File: config.mk
export PLATFORM = sky130hd
export DESIGN_NAME = command_frame_deframer_router_top
export DESIGN_NICKNAME = d
export VERILOG_FILES = /design/src/rtl/cfd_pkg.sv /design/src/rtl/cfd_parse.sv /design/src/rtl/cfd_outq.sv /design/src/rtl/command_frame_deframer_router_top.sv
export VERILOG_INCLUDE_DIRS = /design/src /design/src/rtl
export SDC_FILE = /design/constraint.sdc
export NUM_CORES = 1
export LEC_CHECK = 0
export CAP_MARGIN = 15
export CORE_UTILIZATION = 35
export DETAILED_ROUTE_END_ITERATION = 6
export DONT_BUFFER_PORTS = 1
export MAX_ROUTING_LAYER = met4
export SETUP_SLACK_MARGIN = 0.3
export SLEW_MARGIN = 20
export SYNTH_ARGS = -nofsm -noshare
export SYNTH_HDL_FRONTEND = slang
export SYNTH_SLANG_ARGS = --single-unit
File: constraint.sdc
create_clock -name clock -period 16 [get_ports clock]
set_input_delay 0.8 -clock clock [delete_from_list [all_inputs] [get_ports clock]]
set_output_delay 0.8 -clock clock [all_outputs]
set_load 0.005 [all_outputs]
File: src/rtl/command_frame_deframer_router_top_defines.svh
// Assertion macros for the command frame deframer and router.
// Used by command_frame_deframer_router_top; expects clock and reset in scope.
`ifndef COMMAND_FRAME_DEFRAMER_ROUTER_TOP_DEFINES_SVH
`define COMMAND_FRAME_DEFRAMER_ROUTER_TOP_DEFINES_SVH

// Same-cycle implication, checked outside reset.
`define CFD_ASSERT_IMP(lbl, ante, cons) \
   lbl: assert property (@(posedge clock) disable iff (reset) (ante) |-> (cons)) \
      else $error("cfd assertion failed");

// Next-cycle implication, checked outside reset.
`define CFD_ASSERT_NEXT(lbl, ante, cons) \
   lbl: assert property (@(posedge clock) disable iff (reset) (ante) |=> (cons)) \
      else $error("cfd assertion failed");

`endif

File: src/rtl/cfd_pkg.sv
// Shared types and constants for the command frame deframer and router.
// No dependencies; imported by every module of the block.
`timescale 1ns / 1ps

package cfd_pkg;

   localparam int BURST_BYTES_DEFAULT = 256;

   localparam int CFG_W     = 8;
   localparam int CFG_COUNT = 5;
   localparam int CSR_IDX_W = 3;

   // Entry 0 sits in the low byte.
   localparam logic [CFG_COUNT-1:0][CFG_W-1:0] CFG_RESET =
      {8'd16, 8'd16, 8'd16, 8'd16, 8'd12};

   localparam logic [7:0] START_BYTE = 8'hA5;

   localparam logic [15:0] CMD_MOTION   = 16'h0501;
   localparam logic [15:0] CMD_ACTION   = 16'h0502;
   localparam logic [15:0] CMD_LIST     = 16'h0506;
   localparam logic [15:0] CMD_DECISION = 16'h0301;
   localparam logic [15:0] CMD_CUSTOM   = 16'h0308;

   localparam logic [2:0] CH_MOTION   = 3'd0;
   localparam logic [2:0] CH_ACTION   = 3'd1;
   localparam logic [2:0] CH_LIST     = 3'd2;
   localparam logic [2:0] CH_DECISION = 3'd3;
   localparam logic [2:0] CH_CUSTOM   = 3'd4;
   localparam logic [2:0] CH_UNKNOWN  = 3'd5;

   localparam logic [1:0] NOTIFY_NONE     = 2'd0;
   localparam logic [1:0] NOTIFY_CUSTOM   = 2'd1;
   localparam logic [1:0] NOTIFY_DECISION = 2'd2;

   localparam logic KIND_EVENT = 1'b0;
   localparam logic KIND_DATA  = 1'b1;

   typedef struct packed {
      logic [7:0] rx_byte;
      logic       burst_end;
   } req_payload_type;

   typedef struct packed {
      logic       kind;
      logic [2:0] channel;
      logic [7:0] offset;
      logic [7:0] data_byte;
      logic [1:0] notify_code;
      logic       last_byte;
      logic [4:0] alive_mask;
   } rsp_payload_type;

   // Parser result handed to the output queue.
   typedef struct packed {
      logic            valid;
      rsp_payload_type payload;
   } cfd_result_type;

endpackage

File: src/rtl/cfd_parse.sv
// Frame parser: phase register, length/command capture, channel sizes, alive bits.
// Depends on cfd_pkg; produces at most one result per accepted beat.
`timescale 1ns / 1ps

module cfd_parse import cfd_pkg::*; #(
   parameter int BurstBytes = BURST_BYTES_DEFAULT
) (
   input  logic                 clock,
   input  logic                 reset,
   input  logic                 accept,
   input  req_payload_type      req_payload,
   input  logic                 csr_we,
   input  logic [CSR_IDX_W-1:0] csr_index,
   input  logic [CFG_W-1:0]     csr_wdata,
   output cfd_result_type       result
);

   localparam int PosW = $clog2(BurstBytes + 1);

   typedef enum logic [3:0] {
      PH_START,
      PH_LEN_LO,
      PH_LEN_HI,
      PH_SEQ,
      PH_HCRC,
      PH_CMD_LO,
      PH_CMD_HI,
      PH_PAYLOAD,
      PH_CRC_LO,
      PH_CRC_HI,
      PH_HALT
   } phase_type;

   phase_type        phase_ff, phase_in;
   logic [15:0]      frame_length_ff, frame_length_in;
   logic [15:0]      command_word_ff, command_word_in;
   logic [15:0]      byte_counter_ff, byte_counter_in;
   logic [2:0]       active_channel_ff, active_channel_in;
   logic [4:0]       alive_ff, alive_in;
   logic [PosW-1:0]  burst_pos_ff, burst_pos_in;
   logic [CFG_W-1:0] chan_size_ff [CFG_COUNT];

   logic [7:0]  b;
   logic [15:0] cmd_full;
   logic [2:0]  cmd_ch;
   logic [7:0]  size_sel;
   logic [7:0]  lim;
   logic [15:0] cnt_next;

   function automatic logic [2:0] decode_channel(input logic [15:0] cmd);
      logic [2:0] ch;
      case (cmd)
         CMD_MOTION:   ch = CH_MOTION;
         CMD_ACTION:   ch = CH_ACTION;
         CMD_LIST:     ch = CH_LIST;
         CMD_DECISION: ch = CH_DECISION;
         CMD_CUSTOM:   ch = CH_CUSTOM;
         default:      ch = CH_UNKNOWN;
      endcase
      return ch;
   endfunction

   assign b        = req_payload.rx_byte;
   assign cmd_full = {b, command_word_ff[7:0]};
   assign cmd_ch   = decode_channel(cmd_full);
   assign size_sel = (active_channel_ff < CH_UNKNOWN) ? chan_size_ff[active_channel_ff] : '0;
   assign lim      = (frame_length_ff < {8'h00, size_sel}) ? frame_length_ff[7:0] : size_sel;
   assign cnt_next = byte_counter_ff + 16'd1;

   always_comb begin
      phase_in          = phase_ff;
      frame_length_in   = frame_length_ff;
      command_word_in   = command_word_ff;
      byte_counter_in   = byte_counter_ff;
      active_channel_in = active_channel_ff;
      alive_in          = alive_ff;
      burst_pos_in      = burst_pos_ff;
      result            = '0;
      result.payload.alive_mask = alive_ff;

      if (accept) begin
         if (burst_pos_ff < PosW'(BurstBytes)) begin
            burst_pos_in = burst_pos_ff + PosW'(1);
            case (phase_ff)
               PH_START: begin
                  phase_in = (b == START_BYTE) ? PH_LEN_LO : PH_HALT;
               end
               PH_LEN_LO: begin
                  frame_length_in = {8'h00, b};
                  phase_in        = PH_LEN_HI;
               end
               PH_LEN_HI: begin
                  frame_length_in = {b, frame_length_ff[7:0]};
                  phase_in        = PH_SEQ;
               end
               PH_SEQ:    phase_in = PH_HCRC;
               PH_HCRC:   phase_in = PH_CMD_LO;
               PH_CMD_LO: begin
                  command_word_in = {8'h00, b};
                  phase_in        = PH_CMD_HI;
               end
               PH_CMD_HI: begin
                  command_word_in   = cmd_full;
                  active_channel_in = cmd_ch;
                  byte_counter_in   = '0;
                  if (cmd_ch != CH_UNKNOWN) begin
                     alive_in                   = alive_ff | (5'd1 << cmd_ch);
                     result.valid               = 1'b1;
                     result.payload.kind        = KIND_EVENT;
                     result.payload.channel     = cmd_ch;
                     result.payload.alive_mask  = alive_ff | (5'd1 << cmd_ch);
                     result.payload.notify_code =
                        (cmd_ch == CH_CUSTOM)   ? NOTIFY_CUSTOM :
                        (cmd_ch == CH_DECISION) ? NOTIFY_DECISION : NOTIFY_NONE;
                  end
                  phase_in = (frame_length_ff == 16'd0) ? PH_CRC_LO : PH_PAYLOAD;
               end
               PH_PAYLOAD: begin
                  // Forward only the first min(size, length) bytes.
                  if (active_channel_ff < CH_UNKNOWN && byte_counter_ff < {8'h00, lim}) begin
                     result.valid             = 1'b1;
                     result.payload.kind      = KIND_DATA;
                     result.payload.channel   = active_channel_ff;
                     result.payload.offset    = byte_counter_ff[7:0];
                     result.payload.data_byte = b;
                     result.payload.last_byte = (cnt_next == {8'h00, lim});
                  end
                  byte_counter_in = cnt_next;
                  if (cnt_next == frame_length_ff) begin
                     phase_in = PH_CRC_LO;
                  end
               end
               PH_CRC_LO: phase_in = PH_CRC_HI;
               PH_CRC_HI: phase_in = PH_START;
               default:   phase_in = PH_HALT;
            endcase
         end
         // Burst end resyncs the parser whatever the phase.
         if (req_payload.burst_end) begin
            phase_in     = PH_START;
            burst_pos_in = '0;
         end
      end
   end

   always_ff @(posedge clock) begin
      if (reset) begin
         phase_ff          <= PH_START;
         frame_length_ff   <= '0;
         command_word_ff   <= '0;
         byte_counter_ff   <= '0;
         active_channel_ff <= CH_UNKNOWN;
         alive_ff          <= '0;
         burst_pos_ff      <= '0;
         for (int i = 0; i < CFG_COUNT; i++) begin
            chan_size_ff[i] <= CFG_RESET[i];
         end
      end else begin
         phase_ff          <= phase_in;
         frame_length_ff   <= frame_length_in;
         command_word_ff   <= command_word_in;
         byte_counter_ff   <= byte_counter_in;
         active_channel_ff <= active_channel_in;
         alive_ff          <= alive_in;
         burst_pos_ff      <= burst_pos_in;
         if (csr_we && csr_index < CSR_IDX_W'(CFG_COUNT)) begin
            chan_size_ff[csr_index] <= csr_wdata;
         end
      end
   end

endmodule

File: src/rtl/cfd_outq.sv
// Output register with skid entry for the result channel.
// Depends on cfd_pkg; stall toward the parser comes from the skid entry only.
`timescale 1ns / 1ps

module cfd_outq import cfd_pkg::*; (
   input  logic            clock,
   input  logic            reset,
   input  cfd_result_type  result,
   output logic            full,
   output logic            rsp_valid,
   input  logic            rsp_stall,
   output rsp_payload_type rsp_payload
);

   logic            main_valid_ff, main_valid_in;
   logic            skid_valid_ff, skid_valid_in;
   rsp_payload_type main_ff, main_in;
   rsp_payload_type skid_ff, skid_in;
   logic            pop;

   assign pop         = main_valid_ff && !rsp_stall;
   assign full        = skid_valid_ff;
   assign rsp_valid   = main_valid_ff;
   assign rsp_payload = main_ff;

   always_comb begin
      main_valid_in = main_valid_ff && !pop;
      skid_valid_in = skid_valid_ff;
      main_in       = main_ff;
      skid_in       = skid_ff;
      // Advance the skid beat into the output register once it frees up.
      if (!main_valid_in && skid_valid_in) begin
         main_valid_in = 1'b1;
         main_in       = skid_ff;
         skid_valid_in = 1'b0;
      end
      if (result.valid) begin
         if (!main_valid_in) begin
            main_valid_in = 1'b1;
            main_in       = result.payload;
         end else begin
            skid_valid_in = 1'b1;
            skid_in       = result.payload;
         end
      end
   end

   always_ff @(posedge clock) begin
      if (reset) begin
         main_valid_ff <= 1'b0;
         skid_valid_ff <= 1'b0;
      end else begin
         main_valid_ff <= main_valid_in;
         skid_valid_ff <= skid_valid_in;
      end
      main_ff <= main_in;
      skid_ff <= skid_in;
   end

endmodule

File: src/rtl/command_frame_deframer_router_top.sv
// A result is registered in the output register, or in its skid entry while that register is occupied.
// Accepts one byte per cycle while req_stall is low; the parse step is a single registered phase update.
// req_stall rises only when both the output register and its skid entry hold beats.
// Reset (synchronous, active high) returns the parser to expect-start, clears alive
// bits and the burst position, empties the output queue and restores channel sizes.
// Depends on cfd_pkg, cfd_parse, cfd_outq and the assertion macro header.
`timescale 1ns / 1ps
`include "command_frame_deframer_router_top_defines.svh"

module command_frame_deframer_router_top import cfd_pkg::*; #(
   parameter int BURST_BYTES = BURST_BYTES_DEFAULT
) (
   input  logic                 clock,
   input  logic                 reset,
   input  logic                 req_valid,
   output logic                 req_stall,
   input  req_payload_type      req_payload,
   output logic                 rsp_valid,
   input  logic                 rsp_stall,
   output rsp_payload_type      rsp_payload,
   input  logic                 csr_we,
   input  logic [CSR_IDX_W-1:0] csr_index,
   input  logic [CFG_W-1:0]     csr_wdata
);

   logic           accept;
   logic           full;
   cfd_result_type result;

   assign req_stall = full;
   assign accept    = req_valid && !full;

   cfd_parse #(
      .BurstBytes(BURST_BYTES)
   ) u_parse (
      .clock      (clock),
      .reset      (reset),
      .accept     (accept),
      .req_payload(req_payload),
      .csr_we     (csr_we),
      .csr_index  (csr_index),
      .csr_wdata  (csr_wdata),
      .result     (result)
   );

   cfd_outq u_outq (
      .clock      (clock),
      .reset      (reset),
      .result     (result),
      .full       (full),
      .rsp_valid  (rsp_valid),
      .rsp_stall  (rsp_stall),
      .rsp_payload(rsp_payload)
   );

   `CFD_ASSERT_IMP(a_skid_implies_main, req_stall, rsp_valid)
   `CFD_ASSERT_IMP(a_event_fields, rsp_valid && rsp_payload.kind == KIND_EVENT, rsp_payload.offset == 8'd0 && rsp_payload.data_byte == 8'd0 && !rsp_payload.last_byte)
   `CFD_ASSERT_IMP(a_data_fields, rsp_valid && rsp_payload.kind == KIND_DATA, rsp_payload.notify_code == NOTIFY_NONE && rsp_payload.channel < CH_UNKNOWN)
   `CFD_ASSERT_NEXT(a_no_result_when_idle, !accept && !req_stall, !req_stall)

endmodule

==> flow_summary.ini, run 1 <==
[status]
status = finished, final reports clean

[clock_network]
cts_hold_buf = 0
ctsResizeCount = 0
cts_tree = built
clock_latency_ns = 0.44
cts_sinks = 186
clkSlewWorstSetupHoldPaths_ns = 0.08
htree_num_levels = 4
post_cts_buffers = 0
cts_buffers = 17
clock_path_buffers = 2
cts-root-buf = clkbuf_16

[logic_synthesis]
synth-compound-area-share_pct = 10.4
synth-async-reset-ratio_pct = 0
yosys.area_share.simple_pct = 19.9
avgSynthCellArea_um2 = 10.4
yosysMostFrequentCell = dfxtp_1
synth_top_family_by_area = simple AND/OR/NAND/NOR gates
synth_edf_count = 92
synthAdderAreaFrac_pct = 2.36
yosys-top-cells-area = edfxtp_1 (31%), dfxtp_1 (21%), mux2i_1 (5.1%)
ys_top_cells_by_count = dfxtp_1 (94), edfxtp_1 (92), nor2_1 (87), nand2_1 (68)
ys_ff_latch = 186
yosysTopAreaCell = edfxtp_1
postSynthCellCount = 870
synth.area.mux_share_pct = 9.50
synthDistinctLibCells = 68
yosysWarnings = 0
synth-xor-area-share_pct = 3.59
synth_top_cell_area_share_pct = 30.6
ys_seq_area_share_pct = 51.4
synth_area_um2 = 9030
synthFlopType = dfxtp_1

[setup_path]
crit_buf_inv = 1
slowest_stage = dfxtp_1
critical_path_class = reg2reg
critical-path-max-stage-delay_ns = 0.95
cp_common_cell = nand2_1
endpoint_kind = flop
startpoint_type = flop
cp_max_fo = 39
rr_worst_depth = 18
cp.depth = 18
required_ns = 16.33
path_cells = mux4_2, nand2_1, nand2_1, nand2_1, ha_1, a2111oi_1, nand3_2, a2111oi_4, mux2_2, ha_1, nor4_1, nand4_1, nor3_1, o21ai_1, nor3b_2, buf_4, nor2_1, a31o_1
arrival_ns = 6.49
critPathTopFamily = simple AND/OR/NAND/NOR gates

[die]
design.core.area_um2 = 25300
die_area_um2 = 26500
start_util_pct = 35.8
die_h_um = 163
die_x_um = 163
num_io_pins = 55
num_rows = 58

[place]
place_congestion = 0.869
portBuffers = 0
dp_hpwl_mm = 14.2

[power]
p_leak_nw = 3.53
power.density_nw_per_um2 = 98.2
peakVddDrop_mv = 0.0518

[timing]
finalSetupTns_ns = 0
hold_viol = 0
rsz0062_at_grt = false
slew_headroom_pct = 34.1
finalSetupViolCount = 0
fmaxAchievable_mhz = 162
tightest_slew_ns = 0.978
fin_crit_sh_pct = 38.5
fin_skew_ns = 0.0178
fin_crit_ns = 6.16
slew_viol_final = 0

[cells_and_area]
fin_nets = 915
diodes = 0
n_fill_cell = 2469
syn_to_final_growth_pct = 11.1
drive_gt1_share_pct = 8.24
fin_util_pct = 39.7

[drt]
wire_per_inst_um = 17.2
vias = 6243
drt_iter0_markers = 490
wirelength_mm = 20.9
antenna_left = 0
vias_per_cell = 5.13
drc = 0
first_pass_iters = 5

[global_routing]
grt_usage_pct = 16.8
grt_max_degree = 65
grt_pass1_wl_mm = 33.1
grt-ovfl-total = 0
grt_pass1_vias = 5920
antenna_found_initial = 0

[job]
cap_violations = 0

[worst_hold_path]
hp-class = in2reg
hp-start = reset
hold_depth = 1
[per-stage QoR]
step / power (W) / cells / setup slack [ns] / instance area (um^2) / hold WS, ns
global placement: 0.000568 / 1184 / 9.72 / 9420 / 0.455
global route: 0.00102 / 1216 / 9.37 / 10000 / 0.418
floorplan: 0.000561 / 893 / 9.74 / 9120 / 0.435
detailed placement: 0.000569 / 1184 / 9.57 / 9420 / 0.464
CTS: 0.000996 / 1216 / 9.51 / 10000 / 0.413
finish: 0.000985 / 1216 / 9.84 / 10000 / 0.448
[area by class of cell]
type                            count  area [um^2]  share of cell area [%]
Clock inverter                     14          174                    1.73
Tap cell                          330          413                    4.12
Clock buffer                       18          439                    4.38
Timing Repair Buffer                7         52.6                   0.524
Inverter                           19         71.3                   0.711
Multi-Input combinational cell    642         4240                    42.2
Sequential cell                   186         4650                    46.3
[cells in the final DEF, fill, tap and decap left out, types with 11 or more instances in the layout]
master / instances
nor2_1: 86
nor2b_1: 15
conb_1: 24
mux2i_1: 46
a211oi_1: 11
nand2_1: 68
nor3_1: 15
clkbuf_16: 17
and2_1: 55
nand3_1: 20
o21ai_0: 38
xnor2_1: 22
ha_1: 17
dfxtp_1: 93
a21oi_1: 54
inv_1: 18
nand2b_1: 21
edfxtp_1: 92
xor2_1: 15
[cell families (layout without fill, tap and decap cells)]
family,count (synthesis),count (layout)
AOI/OAI and AO/OA,151,151
xor gates and xnor gates,37,37
adders and majority gates,17,17
buffers and inverters,65,58
DFF,186,186
muxes,67,67
other,1,24
and+or+nand+nor,346,346
[sequential cells by signal, indices dropped and copies added, names as in the netlist, named ones only]
name,cells
u_parse.command_word_ff,8
u_parse.burst_pos_ff,9
u_parse.frame_length_ff,16
u_outq.rsp_valid,1
u_outq.full,1
u_parse.phase_ff,4
u_outq.rsp_payload,28
u_parse.alive_ff,5
u_parse.active_channel_ff,3
u_parse.byte_counter_ff,16
u_outq.skid_ff,28
u_parse.chan_size_ff,64
[routing by layer]
| layer | up-vias | GRT usage (%) | routed length, um | part of all wire [%] |
|---|---|---|---|---|
| met1 | 2968 | 22.4 | 10000 | 48 |
| li1 | 3105 | - | - | - |
| met4 | 0 | 5.40 | 351 | 1.7 |
| met5 | - | - | 0 | 0 |
| met3 | 26 | 3.69 | 1020 | 4.9 |
| met2 | 144 | 25.3 | 9520 | 46 |
[where the power goes]
part,total [W],switching [W],internal [W]
Combinational,0.0000359,0.0000194,0.0000165
Sequential,0.000522,0.00000912,0.000513
Clock,0.000427,0.000211,0.000216
[worst register-to-register path, delay by kind of cell, from the launching register on]
family / cells / cell delay, ns
AO/OA/AOI/OAI: 4 / 1.62
adder cells (fa/ha/maj): 2 / 0.56
buffers and inverters: 1 / 0.36
flip-flops: 1 / 0.95
multiplexers: 2 / 0.80
AND/OR/NAND/NOR: 9 / 1.78
[worst paths after layout]
kind / endpoint / slack [ns]
setup / recovery: u_outq.rsp_payload[5] / 9.84
hold / removal: u_parse.phase_ff[1] / 0.45
setup reg to reg: u_outq.rsp_payload[5] / 9.84
hold reg to reg: u_parse.alive_ff[1] / 0.48
Note: power is estimated with default switching activity, not from simulation.
==> run 2: changes to the inputs <==
- clock period: 16 -> 5.65 ns (I/O delays scaled with it)
==> run 2 against run 1 <==
  * Core utilization grew 1.2 points
  * Wire length increased by 2.5%
  * Worst setup slack worse by 9.3 ns
  * Die area did not move
  * Flip-flop and latch count unchanged
  * Design area rose by 3.1%
  * Power increased to 2.8 times the previous value
  * Sequential power grew to 2.8 times the previous value
  * Global-route usage is 0.54 points higher
  * Largest cell class unchanged
  * Highest routed layer unchanged
==> flow_summary.ini, run 2 (synthesized netlist as in run 1, its figures left out) <==
[setup_path]
critical-path-max-stage-delay_ns = 0.56
cp_max_fo = 39
crit_buf_inv = 3
path_cells = buf_6, mux4_1, mux2_2, nand2_1, ha_1, o21a_1, o21ai_0, a21oi_1, a2111oi_4, buf_4, mux2_4, ha_1, nor2b_1, o31ai_1, a21oi_1, nor3_4, o21ai_2, nor3b_2, buf_12, nor2_1, a21o_1
startpoint_type = flop
slowest_stage = mux4_1
critPathTopFamily = compound AO/OA/AOI/OAI gates
required_ns = 5.97
critical_path_class = reg2reg
endpoint_kind = flop
arrival_ns = 5.38

[place]
portBuffers = 0
dp_hpwl_mm = 14.1
pre_cts_slack_ns = 0.143
place_congestion = 0.904

[cells_and_area]
final_cell_mix = dfxtp_1 (93), edfxtp_1 (92), nor2_1 (86), nand2_1 (68), and2_1 (55)
drive_gt1_share_pct = 9.37
largest-register = u_parse.chan_size_ff
syn_to_final_growth_pct = 14.5
final_common_cell = dfxtp_1
diodes = 0
fin_nets = 947
largest_reg_flops = 64
fin_util_pct = 40.9

[timing]
setup_ws_ns = 0.587
finalSetupTns_ns = 0
hold_viol = 0
whs_ns = 0.0149
tightest_slew_ns = 0.956
finalSetupViolCount = 0
slew_viol_final = 0
fin_crit_sh_pct = 89.6
fin_skew_ns = 0.0143
rsz0062_at_grt = false
fmaxAchievable_mhz = 198
fin_crit_ns = 5.06
slew_headroom_pct = 35.4

[drt]
wirelength_mm = 21.4
first_pass_iters = 5
vias = 6454
wire_per_inst_um = 17.2
vias_per_cell = 5.17
antenna_left = 0
drc = 0
drt_iter0_markers = 553

[clock_network]
clock_path_buffers = 2
clock_latency_ns = 0.44
htree_num_levels = 4
clkSlewWorstSetupHoldPaths_ns = 0.07
cts_sinks = 186
cts-root-buf = clkbuf_16
cts_buffers = 17
cts_tree = built

[global_routing]
grt-ovfl-total = 0
grt_pass1_wl_mm = 34.1
grt_max_degree = 52
grt_usage_pct = 17.3
grt_pass1_vias = 6015
antenna_found_initial = 1

[die]
num_rows = 58
start_util_pct = 35.8
die_x_um = 163
num_io_pins = 55
design.core.area_um2 = 25300
die_area_um2 = 26500
die_h_um = 163

[job]
cap_violations = 0

[worst_hold_path]
hp-class = in2reg

[power]
power.density_nw_per_um2 = 266
peakVddDrop_mv = 0.132
p_leak_nw = 3.68

[status]
status = finished, final reports clean
## run 2: cell types whose count changed in the layout (fill, tap and decap cells not counted), sizes merged
cell and change:
clkinv -2, buf +12, clkbuf +1, dlygate4sd3 +20, inv +1
## run 2: power by group
| part | internal, W | switching (W) |
|---|---|---|
| Clock | 0.000586 | 0.000561 |
| Combinational | 0.0000584 | 0.0000727 |
| Sequential | 0.00145 | 0.0000218 |
| Total | 0.00210 | 0.000656 |
## run 2: cell type report
| class | count | area [um^2] |
|---|---|---|
| clock inverter | 13 | 130 |
| sequential | 186 | 4650 |
| multi-input combinational | 642 | 4260 |
| clock buffer | 19 | 433 |
| inverter | 19 | 71.3 |
| timing repair buffer | 39 | 384 |
| tap | 330 | 413 |
| fill | 2445 | 14900 |
## run 2: metrics by stage
stage          area (um^2)  total power (W)  cells
2_1_floorplan         9130          0.00159    893
3_3_place_gp          9510          0.00161   1192
3_5_place_dp          9510          0.00161   1192
4_1_cts              10300          0.00278   1245
5_1_grt              10300          0.00285   1248
6_report             10300          0.00275   1248
## run 2: worst paths after layout
| kind | start | endpoint | slack, ns | depth (start not counted) |
|---|---|---|---|---|
| min | req_payload[4] | u_parse.frame_length_ff[3] | 0.01 | 2 |
| max reg2reg | flop | u_outq.rsp_payload[25] | 0.59 | 21 |
| min reg2reg | u_parse.alive_ff[4] | u_parse.alive_ff[4] | 0.48 | 2 |
| max | flop | u_outq.rsp_payload[25] | 0.59 | 21 |
## run 2: timing repair
item | in CTS | in global routing
pin swaps | 0 | 2
gates resized for setup | 2 | 4
setup endpoints to repair | 28 | 56
endpoints found under the hold margin | 84 | 0
hold buffers | 21 | 0
buffers inserted | 0 | 3
## run 2: worst register-to-register path, delay by kind of cell (launching register included)
family	cells	cell delay, ns
compound gates	8	1.50
mux	3	1.17
simple gates	5	0.82
buf+inv	3	0.66
fa+ha+maj	2	0.49
flops	1	0.33
## run 2: layer usage
layer / vias to the layer above / track usage [%] / wire length, um / share of wire, %
met2: 187 / 26.4 / 9580 / 45
met5: - / - / 0 / 0
met1: 3081 / 22.8 / 10200 / 47
li1: 3162 / - / - / -
met4: 0 / 5.10 / 335 / 1.6
met3: 24 / 4.13 / 1360 / 6.4
==> run 3: changes to the inputs <==
- ABC_AREA: default -> 1
- MAX_ROUTING_LAYER: met4 -> default
==> run 3 against run 2 <==
  * Maximum frequency up 3.2%
  * Non-clock buffer count shrank 7
  * Worst hold slack improved by 0.014 ns
  * Synthesized area grew 2.9%
  * Via count grew 17%
  * Clock skew is 0.0024 ns lower
  * Die area rose by 2.9%
  * Clock power is essentially flat
  * Wire length grew 7.3%
  * Largest cell class unchanged
==> flow_summary.ini, run 3 <==
[clock_network]
htree_num_levels = 4
clkSlewWorstSetupHoldPaths_ns = 0.07
clock_path_buffers = 2
cts-root-buf = clkbuf_16
cts_sinks = 186
clock_latency_ns = 0.44
cts_buffers = 17
cts_tree = built

[timing]
setup_ws_ns = 0.744
rsz0062_at_grt = false
fin_crit_ns = 4.91
tightest_slew_ns = 0.807
fin_crit_sh_pct = 86.8
hold_viol = 0
slew_viol_final = 0
finalSetupTns_ns = 0
fmaxAchievable_mhz = 204
whs_ns = 0.0286
finalSetupViolCount = 0
slew_headroom_pct = 46.0
fin_skew_ns = 0.0119

[setup_path]
endpoint_kind = flop
startpoint_type = flop
cp.depth = 26
critPathTopFamily = compound AO/OA/AOI/OAI gates
rrSetupSlack_ns = 0.74
cp_max_fo = 32
rr_worst_depth = 26
critical-path-max-stage-delay_ns = 0.39
slowest_stage = ha_1
critical_path_class = reg2reg
arrival_ns = 5.05
rr_endpoint = u_outq.skid_ff[21]
crit_buf_inv = 7
required_ns = 5.79

[logic_synthesis]
ys_ff_latch = 186
avgSynthCellArea_um2 = 8.23
synthDistinctLibCells = 54
ys_seq_area_share_pct = 50.0
synth_edf_count = 92
yosys-top-cells-area = edfxtp_1 (30%), dfxtp_1 (20%), nand2_1 (7.4%)
yosysTopAreaCell = edfxtp_1
synth-async-reset-ratio_pct = 0
synthFlopType = dfxtp_1
yosysWarnings = 0
synth_top_cell_area_share_pct = 29.7
postSynthCellCount = 1129
synth_area_um2 = 9290
ys_top_cells_by_count = nand2_1 (182), nor2_1 (182), inv_1 (132), dfxtp_1 (94), edfxtp_1 (92)

[global_routing]
grt_usage_pct = 17.5
grt_max_degree = 33
grt-ovfl-total = 0
grt_pass1_wl_mm = 36.7
grt_pass1_vias = 7112
antenna_found_initial = 0

[drt]
wirelength_mm = 23.0
wire_per_inst_um = 15.2
drt_iter0_markers = 712
vias = 7552
vias_per_cell = 4.98
antenna_left = 0
first_pass_iters = 5
drc = 0

[worst_hold_path]
hp-class = in2reg
hp-start = csr_index[2]
hold_depth = 2
holdPathEnd = u_parse.chan_size_ff[1][4]

[place]
dp_hpwl_mm = 16.6
placed_cell_area_um2 = 9750
pre_cts_slack_ns = 0.352
place_congestion = 0.895
portBuffers = 0

[cells_and_area]
multiInputGateArea_um2 = 4020
final_area_um2 = 10500
n_fill_cell = 2593
diodes = 0
drive_gt1_share_pct = 8.98
largest-register = u_parse.chan_size_ff
syn_to_final_growth_pct = 13.3
final_common_cell = nand2_1
fin_nets = 1209
largest_reg_flops = 64
final_cell_mix = nand2_1 (181), nor2_1 (180), inv_1 (132), dfxtp_1 (94), edfxtp_1 (92)
regArea_um2 = 4640

[power]
peakVddDrop_mv = 0.217
sw_frac_of_total_pct = 26.5
p_leak_nw = 4.33
p_int_w = 0.00214
power_frac_seq_pct = 50.6
power.density_nw_per_um2 = 276
power_frac_comb_pct = 9.2
switchingPower_w = 0.000770
pwr-share-clk_pct = 40.1

[status]
status = finished, final reports clean

[die]
num_io_pins = 55
die_area_um2 = 27200
design.core.area_um2 = 26100
die_x_um = 165
die_h_um = 165
num_rows = 59
start_util_pct = 35.7

[job]
cap_violations = 0
[run 3: kinds of logic (layout without fill, tap and decap cells)]
kind of cell / Yosys count / after routing / share of synthesized area (%)
DFF: 186 / 186 / 50.0
buffers and inverters: 188 / 216 / 7.89
muxes: 5 / 5 / 0.552
and+or+nand+nor: 502 / 502 / 24.2
other: 1 / 24 / 0.0404
xor gates and xnor gates: 17 / 17 / 1.76
adders and majority gates: 17 / 17 / 2.29
AOI/OAI and AO/OA: 213 / 213 / 13.2
[run 3: power groups by stage]
| stage | Sequential, W | Clock (W) | Combinational, W |
|---|---|---|---|
| floorplan | 0.00149 | 0 | 0.000187 |
| global placement | 0.00150 | 0 | 0.000236 |
| detailed placement | 0.00150 | 0 | 0.000236 |
| CTS | 0.00147 | 0.00119 | 0.000255 |
| global route | 0.00148 | 0.00124 | 0.000303 |
| finish | 0.00147 | 0.00117 | 0.000268 |
[run 3: area by class of cell]
cell class | instances | area share, %
Clock buffer | 19 | 4.21
Clock inverter | 13 | 1.19
Inverter | 152 | 5.44
Multi-Input combinational cell | 778 | 38.2
Sequential cell | 186 | 44.1
Tap cell | 335 | 3.98
Timing Repair Buffer | 32 | 2.93
[run 3: routing by layer]
metal | global-route usage, % | wire length [um]
met2 | 28.0 | 10400
met5 | 0 | 0
met3 | 3.52 | 1310
met1 | 23.6 | 10900
met4 | 5.55 | 393
[run 3: through the flow]
step,util (%),instances,power [W]
floorplan,-,1152,0.00168
global placement,37.4,1464,0.00174
detailed placement,37.4,1464,0.00174
CTS,40.3,1513,0.00292
global route,40.4,1515,0.00302
finish,40.4,1515,0.00291
[run 3: worst max path at each step]
stage,start,endpoint,slack (ns)
after floorplan,flop,u_outq.skid_ff[0],0.59
after global placement,flop,u_outq.skid_ff[20],0.49
after detailed placement,flop,u_outq.skid_ff[20],0.35
after CTS,flop,u_outq.skid_ff[21],0.33
after global routing,flop,u_outq.skid_ff[14],0.28
final,flop,u_outq.skid_ff[21],0.74
[run 3: timing repair]
item / in CTS / in global routing
endpoints found under the setup margin: 0 / 57
setup buffers: 0 / 2
hold endpoints to repair: 54 / 0
resized for setup: 0 / 7
hold buffers: 17 / 0
